File: config.mk
export PLATFORM = sky130hd
export DESIGN_NAME = json_scalar_token_classifier
export DESIGN_NICKNAME = d
export VERILOG_FILES = /design/src/rtl/jstc_pkg.sv /design/src/rtl/jstc_front.sv /design/src/rtl/jstc_queue.sv /design/src/rtl/jstc_back.sv /design/src/rtl/json_scalar_token_classifier.sv
export SDC_FILE = /design/constraint.sdc
export NUM_CORES = 1
export LEC_CHECK = 0
export ABC_AREA = 1
export BUFFER_PORTS_ARGS = -buffer_cell sky130_fd_sc_hd__buf_4
export CORE_UTILIZATION = 45
export CTS_CLUSTER_DIAMETER = 150
export DETAILED_ROUTE_END_ITERATION = 8
export GPL_TIMING_DRIVEN = 0
export SLEW_MARGIN = 20
export SYNTH_ARGS = -nofsm -noshare
export SYNTH_HDL_FRONTEND = slang
export SYNTH_SLANG_ARGS = --single-unit
export TNS_END_PERCENT = 50
File: constraint.sdc
create_clock -name i_clk -period 5.7 [get_ports i_clk]
set_input_delay 1.14 -clock i_clk [delete_from_list [all_inputs] [get_ports i_clk]]
set_output_delay 1.14 -clock i_clk [all_outputs]
set_load 0.05 [all_outputs]
File: src/rtl/jstc_pkg.sv
`timescale 1ns / 1ps
// shared types, constants and character classifier for the json scalar token classifier
// no dependencies

package jstc_pkg;

    // request queue between the front and back parts
    localparam int QUEUE_DEPTH = 4;
    localparam int QUEUE_AW    = $clog2(QUEUE_DEPTH);

    // result queue at the output
    localparam int OUT_DEPTH = 2;
    localparam int OUT_AW    = $clog2(OUT_DEPTH);

    localparam logic [7:0] CH_MINUS  = "-";
    localparam logic [7:0] CH_PLUS   = "+";
    localparam logic [7:0] CH_DOT    = ".";
    localparam logic [7:0] CH_QUOTE  = 8'h22;
    localparam logic [7:0] CH_BSLASH = 8'h5c;
    localparam logic [7:0] CH_ZERO   = "0";
    localparam logic [7:0] CH_NINE   = "9";

    localparam logic [31:0] LIT_TRUE  = "true";
    localparam logic [39:0] LIT_FALSE = "false";
    localparam logic [31:0] LIT_NULL  = "null";
    localparam logic [15:0] EXP_MARKS = "eE";

    typedef enum logic [2:0] {
        TYPE_NONE    = 3'd0,
        TYPE_INTEGER = 3'd1,
        TYPE_REAL    = 3'd2,
        TYPE_STRING  = 3'd3,
        TYPE_TRUE    = 3'd4,
        TYPE_FALSE   = 3'd5,
        TYPE_NULL    = 3'd6
    } t_type_code;

    typedef enum logic [3:0] {
        PH_START   = 4'd0,
        PH_MINUS   = 4'd1,
        PH_INT     = 4'd2,
        PH_DOT     = 4'd3,
        PH_FRAC    = 4'd4,
        PH_EXP     = 4'd5,
        PH_EXPSIGN = 4'd6,
        PH_EXPDIG  = 4'd7
    } t_num_phase;

    // one classified character as the back part sees it
    typedef struct packed {
        logic       digit;
        logic       minus;
        logic       plus;
        logic       dot;
        logic       expm;
        logic       quote;
        logic       bslash;
        logic [2:0] lit_hit;   // bit 0 true, bit 1 false, bit 2 null
        logic       first;     // first character of the token
        logic       len4;      // fourth character
        logic       len5;      // fifth character
        logic       last;
    } t_char_info;

    // which literals expect this character at this position
    function automatic logic [2:0] lit_hits(logic [2:0] pos, logic [7:0] c);
        logic [2:0] hit;
        hit = '0;
        case (pos)
            3'd0: begin
                hit[0] = (c == LIT_TRUE[31:24]);
                hit[1] = (c == LIT_FALSE[39:32]);
                hit[2] = (c == LIT_NULL[31:24]);
            end
            3'd1: begin
                hit[0] = (c == LIT_TRUE[23:16]);
                hit[1] = (c == LIT_FALSE[31:24]);
                hit[2] = (c == LIT_NULL[23:16]);
            end
            3'd2: begin
                hit[0] = (c == LIT_TRUE[15:8]);
                hit[1] = (c == LIT_FALSE[23:16]);
                hit[2] = (c == LIT_NULL[15:8]);
            end
            3'd3: begin
                hit[0] = (c == LIT_TRUE[7:0]);
                hit[1] = (c == LIT_FALSE[15:8]);
                hit[2] = (c == LIT_NULL[7:0]);
            end
            3'd4: begin
                hit[1] = (c == LIT_FALSE[7:0]);
            end
            default: begin
                hit = '0;
            end
        endcase
        return hit;
    endfunction

    function automatic t_char_info classify(logic [7:0] c, logic [2:0] pos, logic last);
        t_char_info info;
        info.digit   = (c >= CH_ZERO) && (c <= CH_NINE);
        info.minus   = (c == CH_MINUS);
        info.plus    = (c == CH_PLUS);
        info.dot     = (c == CH_DOT);
        info.expm    = (c == EXP_MARKS[15:8]) || (c == EXP_MARKS[7:0]);
        info.quote   = (c == CH_QUOTE);
        info.bslash  = (c == CH_BSLASH);
        info.lit_hit = lit_hits(pos, c);
        info.first   = (pos == 3'd0);
        info.len4    = (pos == 3'd3);
        info.len5    = (pos == 3'd4);
        info.last    = last;
        return info;
    endfunction

endpackage

File: src/rtl/jstc_front.sv
`timescale 1ns / 1ps
// front part: takes characters, tracks position in the token, classifies each one
// depends on jstc_pkg

module jstc_front import jstc_pkg::*; (
    input  logic       i_clk,
    input  logic       i_rst_n,
    input  logic       i_push,
    input  logic [7:0] i_char_code,
    input  logic       i_is_last,
    input  logic       i_q_full,
    output logic       o_full,
    output logic       o_q_push,
    output t_char_info o_q_data
);

    logic [2:0] r_pos;
    logic [2:0] n_pos;
    logic       accept;

    assign accept   = i_push & ~i_q_full;
    assign o_full   = i_q_full;
    assign o_q_push = accept;
    assign o_q_data = classify(i_char_code, r_pos, i_is_last);

    // position saturates at seven, restarts after the last character
    always_comb begin
        n_pos = r_pos;
        if (accept) begin
            if (i_is_last) begin
                n_pos = 3'd0;
            end else if (r_pos != 3'd7) begin
                n_pos = r_pos + 3'd1;
            end
        end
    end

    always_ff @(posedge i_clk) begin
        if (!i_rst_n) begin
            r_pos <= 3'd0;
        end else begin
            r_pos <= n_pos;
        end
    end

endmodule

File: src/rtl/jstc_queue.sv
`timescale 1ns / 1ps
// short request queue between front and back parts
// depends on jstc_pkg

module jstc_queue import jstc_pkg::*; (
    input  logic       i_clk,
    input  logic       i_rst_n,
    input  logic       i_push,
    input  t_char_info i_data,
    output logic       o_full,
    input  logic       i_pop,
    output t_char_info o_data,
    output logic       o_empty
);

    localparam logic [QUEUE_AW:0]   CNT_FULL = (QUEUE_AW+1)'(QUEUE_DEPTH);
    localparam logic [QUEUE_AW:0]   CNT_ONE  = (QUEUE_AW+1)'(1);
    localparam logic [QUEUE_AW-1:0] PTR_LAST = QUEUE_AW'(QUEUE_DEPTH - 1);
    localparam logic [QUEUE_AW-1:0] PTR_ONE  = QUEUE_AW'(1);

    t_char_info          r_mem [QUEUE_DEPTH];
    logic [QUEUE_AW-1:0] r_wr;
    logic [QUEUE_AW-1:0] r_rd;
    logic [QUEUE_AW:0]   r_cnt;
    logic                wr_en;
    logic                rd_en;

    assign o_full  = (r_cnt == CNT_FULL);
    assign o_empty = (r_cnt == '0);
    assign wr_en   = i_push & ~o_full;
    assign rd_en   = i_pop & ~o_empty;
    assign o_data  = r_mem[r_rd];

    always_ff @(posedge i_clk) begin
        if (wr_en) begin
            r_mem[r_wr] <= i_data;
        end
    end

    always_ff @(posedge i_clk) begin
        if (!i_rst_n) begin
            r_wr  <= '0;
            r_rd  <= '0;
            r_cnt <= '0;
        end else begin
            if (wr_en) begin
                r_wr <= (r_wr == PTR_LAST) ? '0 : r_wr + PTR_ONE;
            end
            if (rd_en) begin
                r_rd <= (r_rd == PTR_LAST) ? '0 : r_rd + PTR_ONE;
            end
            if (wr_en && !rd_en) begin
                r_cnt <= r_cnt + CNT_ONE;
            end else if (rd_en && !wr_en) begin
                r_cnt <= r_cnt - CNT_ONE;
            end
        end
    end

endmodule

File: src/rtl/jstc_back.sv
`timescale 1ns / 1ps
// back part: number, string and literal grammars, result code and result queue
// depends on jstc_pkg

module jstc_back import jstc_pkg::*; (
    input  logic       i_clk,
    input  logic       i_rst_n,
    input  logic       i_q_empty,
    input  t_char_info i_q_data,
    output logic       o_q_pop,
    input  logic       i_pop,
    output logic       o_empty,
    output t_type_code o_type_code
);

    localparam logic [OUT_AW:0]   OCNT_FULL = (OUT_AW+1)'(OUT_DEPTH);
    localparam logic [OUT_AW:0]   OCNT_ONE  = (OUT_AW+1)'(1);
    localparam logic [OUT_AW-1:0] OPTR_LAST = OUT_AW'(OUT_DEPTH - 1);

    t_num_phase r_phase, n_phase;
    logic       r_num_alive, n_num_alive;
    logic       r_str_alive, n_str_alive;
    logic       r_prev_bs, n_prev_bs;
    logic [2:0] r_lit, n_lit;

    t_type_code        r_out_data [OUT_DEPTH];
    logic [OUT_AW-1:0] r_out_wr;
    logic [OUT_AW-1:0] r_out_rd;
    logic [OUT_AW:0]   r_out_cnt;

    t_char_info it;
    t_num_phase ph_step;
    logic       num_ok;
    logic       take;
    logic       out_push;
    logic       out_pop;
    logic       alive_after;
    t_num_phase phase_after;
    logic       str_after;
    logic [2:0] lit_after;
    t_type_code code;

    assign it       = i_q_data;
    // a last character needs room in the result queue
    assign take     = ~i_q_empty & (~it.last | (r_out_cnt != OCNT_FULL));
    assign o_q_pop  = take;
    assign out_push = take & it.last;
    assign out_pop  = i_pop & ~o_empty;

    // number grammar step
    always_comb begin
        ph_step = r_phase;
        num_ok  = 1'b0;
        unique case (r_phase)
            PH_START: begin
                if (it.minus) begin
                    ph_step = PH_MINUS;
                    num_ok  = 1'b1;
                end else if (it.digit) begin
                    ph_step = PH_INT;
                    num_ok  = 1'b1;
                end
            end
            PH_MINUS: begin
                if (it.digit) begin
                    ph_step = PH_INT;
                    num_ok  = 1'b1;
                end
            end
            PH_INT: begin
                if (it.digit) begin
                    ph_step = PH_INT;
                    num_ok  = 1'b1;
                end else if (it.dot) begin
                    ph_step = PH_DOT;
                    num_ok  = 1'b1;
                end else if (it.expm) begin
                    ph_step = PH_EXP;
                    num_ok  = 1'b1;
                end
            end
            PH_DOT: begin
                if (it.digit) begin
                    ph_step = PH_FRAC;
                    num_ok  = 1'b1;
                end
            end
            PH_FRAC: begin
                if (it.digit) begin
                    ph_step = PH_FRAC;
                    num_ok  = 1'b1;
                end else if (it.expm) begin
                    ph_step = PH_EXP;
                    num_ok  = 1'b1;
                end
            end
            PH_EXP: begin
                if (it.plus || it.minus) begin
                    ph_step = PH_EXPSIGN;
                    num_ok  = 1'b1;
                end else if (it.digit) begin
                    ph_step = PH_EXPDIG;
                    num_ok  = 1'b1;
                end
            end
            PH_EXPSIGN, PH_EXPDIG: begin
                if (it.digit) begin
                    ph_step = PH_EXPDIG;
                    num_ok  = 1'b1;
                end
            end
            default: begin
                num_ok = 1'b0;
            end
        endcase
    end

    always_comb begin
        alive_after = r_num_alive & num_ok;
        phase_after = alive_after ? ph_step : r_phase;
        // inner quote must follow a backslash, first character must be a quote
        if (it.first) begin
            str_after = r_str_alive & it.quote;
        end else begin
            str_after = r_str_alive & ~(it.quote & ~it.last & ~r_prev_bs);
        end
        lit_after = r_lit & it.lit_hit;

        if (alive_after && phase_after == PH_INT) begin
            code = TYPE_INTEGER;
        end else if (alive_after && (phase_after == PH_FRAC || phase_after == PH_EXPDIG)) begin
            code = TYPE_REAL;
        end else if (str_after && !it.first && it.quote) begin
            code = TYPE_STRING;
        end else if (lit_after[0] && it.len4) begin
            code = TYPE_TRUE;
        end else if (lit_after[1] && it.len5) begin
            code = TYPE_FALSE;
        end else if (lit_after[2] && it.len4) begin
            code = TYPE_NULL;
        end else begin
            code = TYPE_NONE;
        end
    end

    // token state, back to start after the last character
    always_comb begin
        n_phase     = r_phase;
        n_num_alive = r_num_alive;
        n_str_alive = r_str_alive;
        n_prev_bs   = r_prev_bs;
        n_lit       = r_lit;
        if (take) begin
            if (it.last) begin
                n_phase     = PH_START;
                n_num_alive = 1'b1;
                n_str_alive = 1'b1;
                n_prev_bs   = 1'b0;
                n_lit       = 3'b111;
            end else begin
                n_phase     = phase_after;
                n_num_alive = alive_after;
                n_str_alive = str_after;
                n_prev_bs   = it.bslash;
                n_lit       = lit_after;
            end
        end
    end

    always_ff @(posedge i_clk) begin
        if (!i_rst_n) begin
            r_phase     <= PH_START;
            r_num_alive <= 1'b1;
            r_str_alive <= 1'b1;
            r_prev_bs   <= 1'b0;
            r_lit       <= 3'b111;
        end else begin
            r_phase     <= n_phase;
            r_num_alive <= n_num_alive;
            r_str_alive <= n_str_alive;
            r_prev_bs   <= n_prev_bs;
            r_lit       <= n_lit;
        end
    end

    // result queue
    assign o_empty     = (r_out_cnt == '0);
    assign o_type_code = r_out_data[r_out_rd];

    always_ff @(posedge i_clk) begin
        if (out_push) begin
            r_out_data[r_out_wr] <= code;
        end
    end

    always_ff @(posedge i_clk) begin
        if (!i_rst_n) begin
            r_out_wr  <= '0;
            r_out_rd  <= '0;
            r_out_cnt <= '0;
        end else begin
            if (out_push) begin
                r_out_wr <= (r_out_wr == OPTR_LAST) ? '0 : r_out_wr + 1'b1;
            end
            if (out_pop) begin
                r_out_rd <= (r_out_rd == OPTR_LAST) ? '0 : r_out_rd + 1'b1;
            end
            if (out_push && !out_pop) begin
                r_out_cnt <= r_out_cnt + OCNT_ONE;
            end else if (out_pop && !out_push) begin
                r_out_cnt <= r_out_cnt - OCNT_ONE;
            end
        end
    end

endmodule

File: src/rtl/json_scalar_token_classifier.sv
`timescale 1ns / 1ps
// top level of the json scalar token classifier: front, request queue, back
// depends on jstc_pkg, jstc_front, jstc_queue, jstc_back
//
//  channel  | handshake        | payload                    | direction
//  ---------+------------------+----------------------------+----------
//  input    | push / full      | i_char_code[7:0] i_is_last | in
//  result   | empty / pop      | o_type_code[2:0]           | out
//
// one character per cycle while full is low; the front classifies and queues each
// request; the back updates token grammars one character per cycle unless stalled
// a result is written into the result queue when the back takes the last character
// the result queue holds two results; with it full the back stalls on a last
// character, the request queue fills, and full rises within three more characters
// reset is synchronous, active low, clears all queues and the token state

module json_scalar_token_classifier import jstc_pkg::*; (
    input  logic       i_clk,
    input  logic       i_rst_n,
    input  logic       push,
    output logic       full,
    input  logic [7:0] i_char_code,
    input  logic       i_is_last,
    output logic       empty,
    input  logic       pop,
    output logic [2:0] o_type_code
);

    // front to queue
    logic       q_push;
    logic       q_full;
    t_char_info q_wdata;
    // queue to back
    logic       q_pop;
    logic       q_empty;
    t_char_info q_rdata;
    t_type_code type_code;

    // front: position tracking and per character classification
    jstc_front u_front (
        .i_clk       (i_clk),
        .i_rst_n     (i_rst_n),
        .i_push      (push),
        .i_char_code (i_char_code),
        .i_is_last   (i_is_last),
        .i_q_full    (q_full),
        .o_full      (full),
        .o_q_push    (q_push),
        .o_q_data    (q_wdata)
    );

    // decouples the front from stalls on the result side
    jstc_queue u_queue (
        .i_clk   (i_clk),
        .i_rst_n (i_rst_n),
        .i_push  (q_push),
        .i_data  (q_wdata),
        .o_full  (q_full),
        .i_pop   (q_pop),
        .o_data  (q_rdata),
        .o_empty (q_empty)
    );

    // back: grammar state, final decision, result queue
    jstc_back u_back (
        .i_clk       (i_clk),
        .i_rst_n     (i_rst_n),
        .i_q_empty   (q_empty),
        .i_q_data    (q_rdata),
        .o_q_pop     (q_pop),
        .i_pop       (pop),
        .o_empty     (empty),
        .o_type_code (type_code)
    );

    assign o_type_code = type_code;

endmodule

==> key figures <==
Synth
  – Top_reg_cell synth: edfxtp_1
  – Synth warnings: 0
  – Commonest cells post-synth: 124 x nand2_1, 62 x edfxtp_1, 52 x inv_1, 48 x nor2_1, 40 x nand3_1
  – Count leader, synth: nand2_1
  – Mux share of post-synthesis cell area: less than 1%
  – Mapped Nets: 530
  – Post-synth EDFFs: 62
  – Post-Syn Instances: 503
  – Sequential share of the synthesized area: 53.4%
  – Adder and majority gate portion of the synthesized area: 4.06%
  – Post-synthesis compound-gate area fraction: ~11%
  – Synthesized-area fraction occupied by xor and xnor cells: less than 1%
  – Simple-Gate Fraction of Synth Area: between 20% and 30%
  – Yosys top cell by area: edfxtp_1
  – FF+latch count, synth: 89
  – Ys async rst share: 0%
  – Largest family of logic cells by synthesized area: simple AND/OR/NAND/NOR gates
  – Mapped Avg Cell Area: around 8.9 sq um
  – Top post-synthesis cells by area: edfxtp_1 41%, dfxtp_1 12%, nand2_1 10%, nand3_1 4.5%, inv_1 4.3%
  – Synthesized cell area: about 0.0045 sq mm
  – Post-synth top area share: around 41%
  – Unique masters post-synth: 42

STA
  – RSZ-0062 raised after global routing: false
  – Slew headroom: ~40%
  – Minimum clock period: approximately 2.7 ns
  – Worst-Margin Slew: between 0.8 and 0.9 ns
  – Final Setup Violations: 0
  – Final worst slack: between 3 and 4 ns
  – Clk_skew: 0.0180 ns
  – Tcrit/Tclk final: 46.8%
  – Final hold vios: 0
  – Fin Setup TNS: 0 ns
  – Slew Limit Fails: 0
  – Fmax: between 300 and 400 MHz

Critical path
  – R2R cell count: 16
  – Worst setup SP type: flop
  – Worst setup EP type: flop
  – WP data arrival: slightly below 3 ns
  – Required time of the worst setup path: roughly 6 ns
  – Crit-path max FO: 10
  – Crit Path Class: flop to flop
  – Worst flop-to-flop path endpoint: u_queue.r_cnt[2]
  – Reg2Reg Setup Slack: roughly 3 ns

Final layout
  – Area delta synth->final: 10.7%
  – Finished Layout Cells: 668
  – Filler cells: around 940
  – Register area: between 0.002 and 0.0025 sq mm
  – Footprint of the multi-input gates: 0.00178 sq mm
  – N_diodes: 0
  – Final net count: 557
  – Share of cells above drive strength 1: between 10% and 20%
  – Layout Utilization: between 50% and 60%

Job
  – Max-cap check violation count: 0

Routing
  – DRC viols: 0
  – DR pass1 iterations: 4
  – Vias/cell: roughly 5.1
  – Final wirelength: slightly above 9000 um
  – Initial DRC count: between 100 and 150
  – Via count: roughly 3.4k
  – Avg WL per Cell: roughly 14 um
  – Final ANT Viol Nets: 0

GRT
  – Initial antenna violation count: 0
  – First-pass GRT wire length: ~15000 um
  – Vias in the first global route: 3241
  – Overall Global Routing Usage: around 20%
  – Pin count of the biggest net entering global routing: 18
  – Grt ovf: 0

Floorplan
  – CORE AREA: about 0.0097 sq mm
  – DIE AREA: between 0.01 and 0.015 sq mm
  – Core Rows: 36
  – Starting density of the core: 46.2%
  – Die W: 102 um
  – Boundary Pins: 18
  – Die Y: just over 100 um

Clock network
  – CTS Buf Count: 9
  – CTS Buffer Depth: 2
  – Total setup buffers inserted after CTS: 0
  – CTS-repair resized insts: 0
  – Hold_buf cts: 0
  – Root buffer cell: clkbuf_8
  – H-tree levels: 3
  – Worst-path clk slew: around 0.090 ns
  – CTS tree: built
  – Worst skew pair latency: 0.37 ns
  – CTS Sinks: a little under 90

Placed design
  – Gpl congestion: between 0.8 and 0.9
  – Post-DP HPWL: roughly 6800 um
  – Pre-CTS WS: approximately 2.8 ns
  – IO buf count: 16
  – Placed Instances: around 650

Worst hold path
  – Hold Path Origin: u_back.r_lit[1]
  – Hold Path End: u_back.r_lit[1]
  – Hold/Removal Path Class: flop to flop
  – Hold path cells: 2

Power
  – Leak: between 2 and 2.5 nW
  – Ratio of total power to cell area: approximately 520 mW/mm^2
  – Peak supply drop: between 150 and 200 uV

Run status
  – Outcome: finished clean
[area by class of cell]
cell class                 count  share of cell area (%)
buffer                        13                    1.96
clock buffer                   9                    2.49
clock inverter                 7                    1.21
inverter                      60                    4.58
multi-input combinational    341                    35.7
sequential                    89                    48.3
tap                          133                    3.34
timing repair buffer          16                    2.41
[kinds of logic (layout without fill, tap and decap cells)]
family,count (synthesis),count (layout)
fa+ha+maj,14,14
mux,3,3
flops,89,89
compound gates,81,81
buf+inv,73,105
xor+xnor,2,2
simple gates,241,241
[registers in the layout, summed over array words and instances, names as in the netlist, 2 cells and up, named ones only]
signal / flops
u_queue.r_rd: 2
u_back.r_out_cnt: 2
u_back.r_phase: 4
u_queue.r_cnt: 3
u_back.r_out_data: 6
u_queue.r_mem: 56
u_queue.r_wr: 2
u_back.r_lit: 3
u_front.r_pos: 3
[layer usage]
metal	vias up	track usage [%]	share of wire (%)	wire length (um)
li1	1743	-	-	-
met1	1614	24.8	46	4300
met2	55	34.0	50	4630
met3	8	3.97	3.4	313
met4	0	6.26	0.73	68
met5	-	0	0	0
[placed cells by master (no fill, tap or decap), types with 2 or more instances in the layout]
cell type   instances
nand2_1           124
edfxtp_1           62
inv_1              52
nor2_1             44
nand3_1            40
o21ai_0            33
dfxtp_1            27
a21oi_1            23
buf_4              18
ha_1               13
clkbuf_8            9
nor2_2              8
nand2_2             8
nor3_1              6
o22ai_1             6
inv_2               5
buf_6               5
o211ai_1            5
nand3_2             4
mux2_2              3
buf_2               3
a32o_1              3
clkbuf_1            2
nor4_1              2
clkinv_1            2
xor2_1              2
nand4_1             2
a211oi_1            2
inv_6               2
inv_8               2
clkinvlp_4          2
[power breakdown]
part | internal (mW) | switching, mW | total [mW]
clock | 0.167 | 0.240 | 0.407
combinational | 0.425 | 0.836 | 1.26
sequential | 0.839 | 0.0631 | 0.902
total | 1.43 | 1.14 | 2.57
[critical path, stage by stage, from the launching register on]
cell and delay (ns):
dfxtp_1 0.38, buf_6 0.16, buf_6 0.15, nand2_1 0.06
nand3_1 0.08, nand2_1 0.08, inv_1 0.12, nand3_1 0.08
nand2_1 0.12, buf_2 0.23, ha_1 0.17, inv_1 0.06
fa_1 0.38, a21oi_1 0.15, o21ai_0 0.12, o21ai_0 0.18
a21oi_1 0.05
[through the flow]
step	total power [mW]	area (sq um)	hold slack [ns]
global placement	2.14	4780	0.448
finish	2.57	4980	0.473
floorplan	1.88	4500	0.437
global route	2.79	4980	0.496
CTS	2.58	4980	0.476
detailed placement	2.18	4790	0.461
[worst max-delay path by stage]
stage / start / endpoint / slack, ns / depth (start not counted)
after floorplan: u_queue.r_cnt[0] / u_queue.r_cnt[1] / 3.06 / 7
after global placement: push / u_queue.r_mem[0][9] / 2.43 / 5
after detailed placement: push / u_queue.r_mem[3][9] / 2.81 / 5
after CTS: flop / u_queue.r_cnt[2] / 3.01 / 16
after global routing: flop / u_queue.r_cnt[2] / 2.77 / 16
final: flop / u_queue.r_cnt[2] / 3.03 / 16
(Power assumes the default switching activity.)
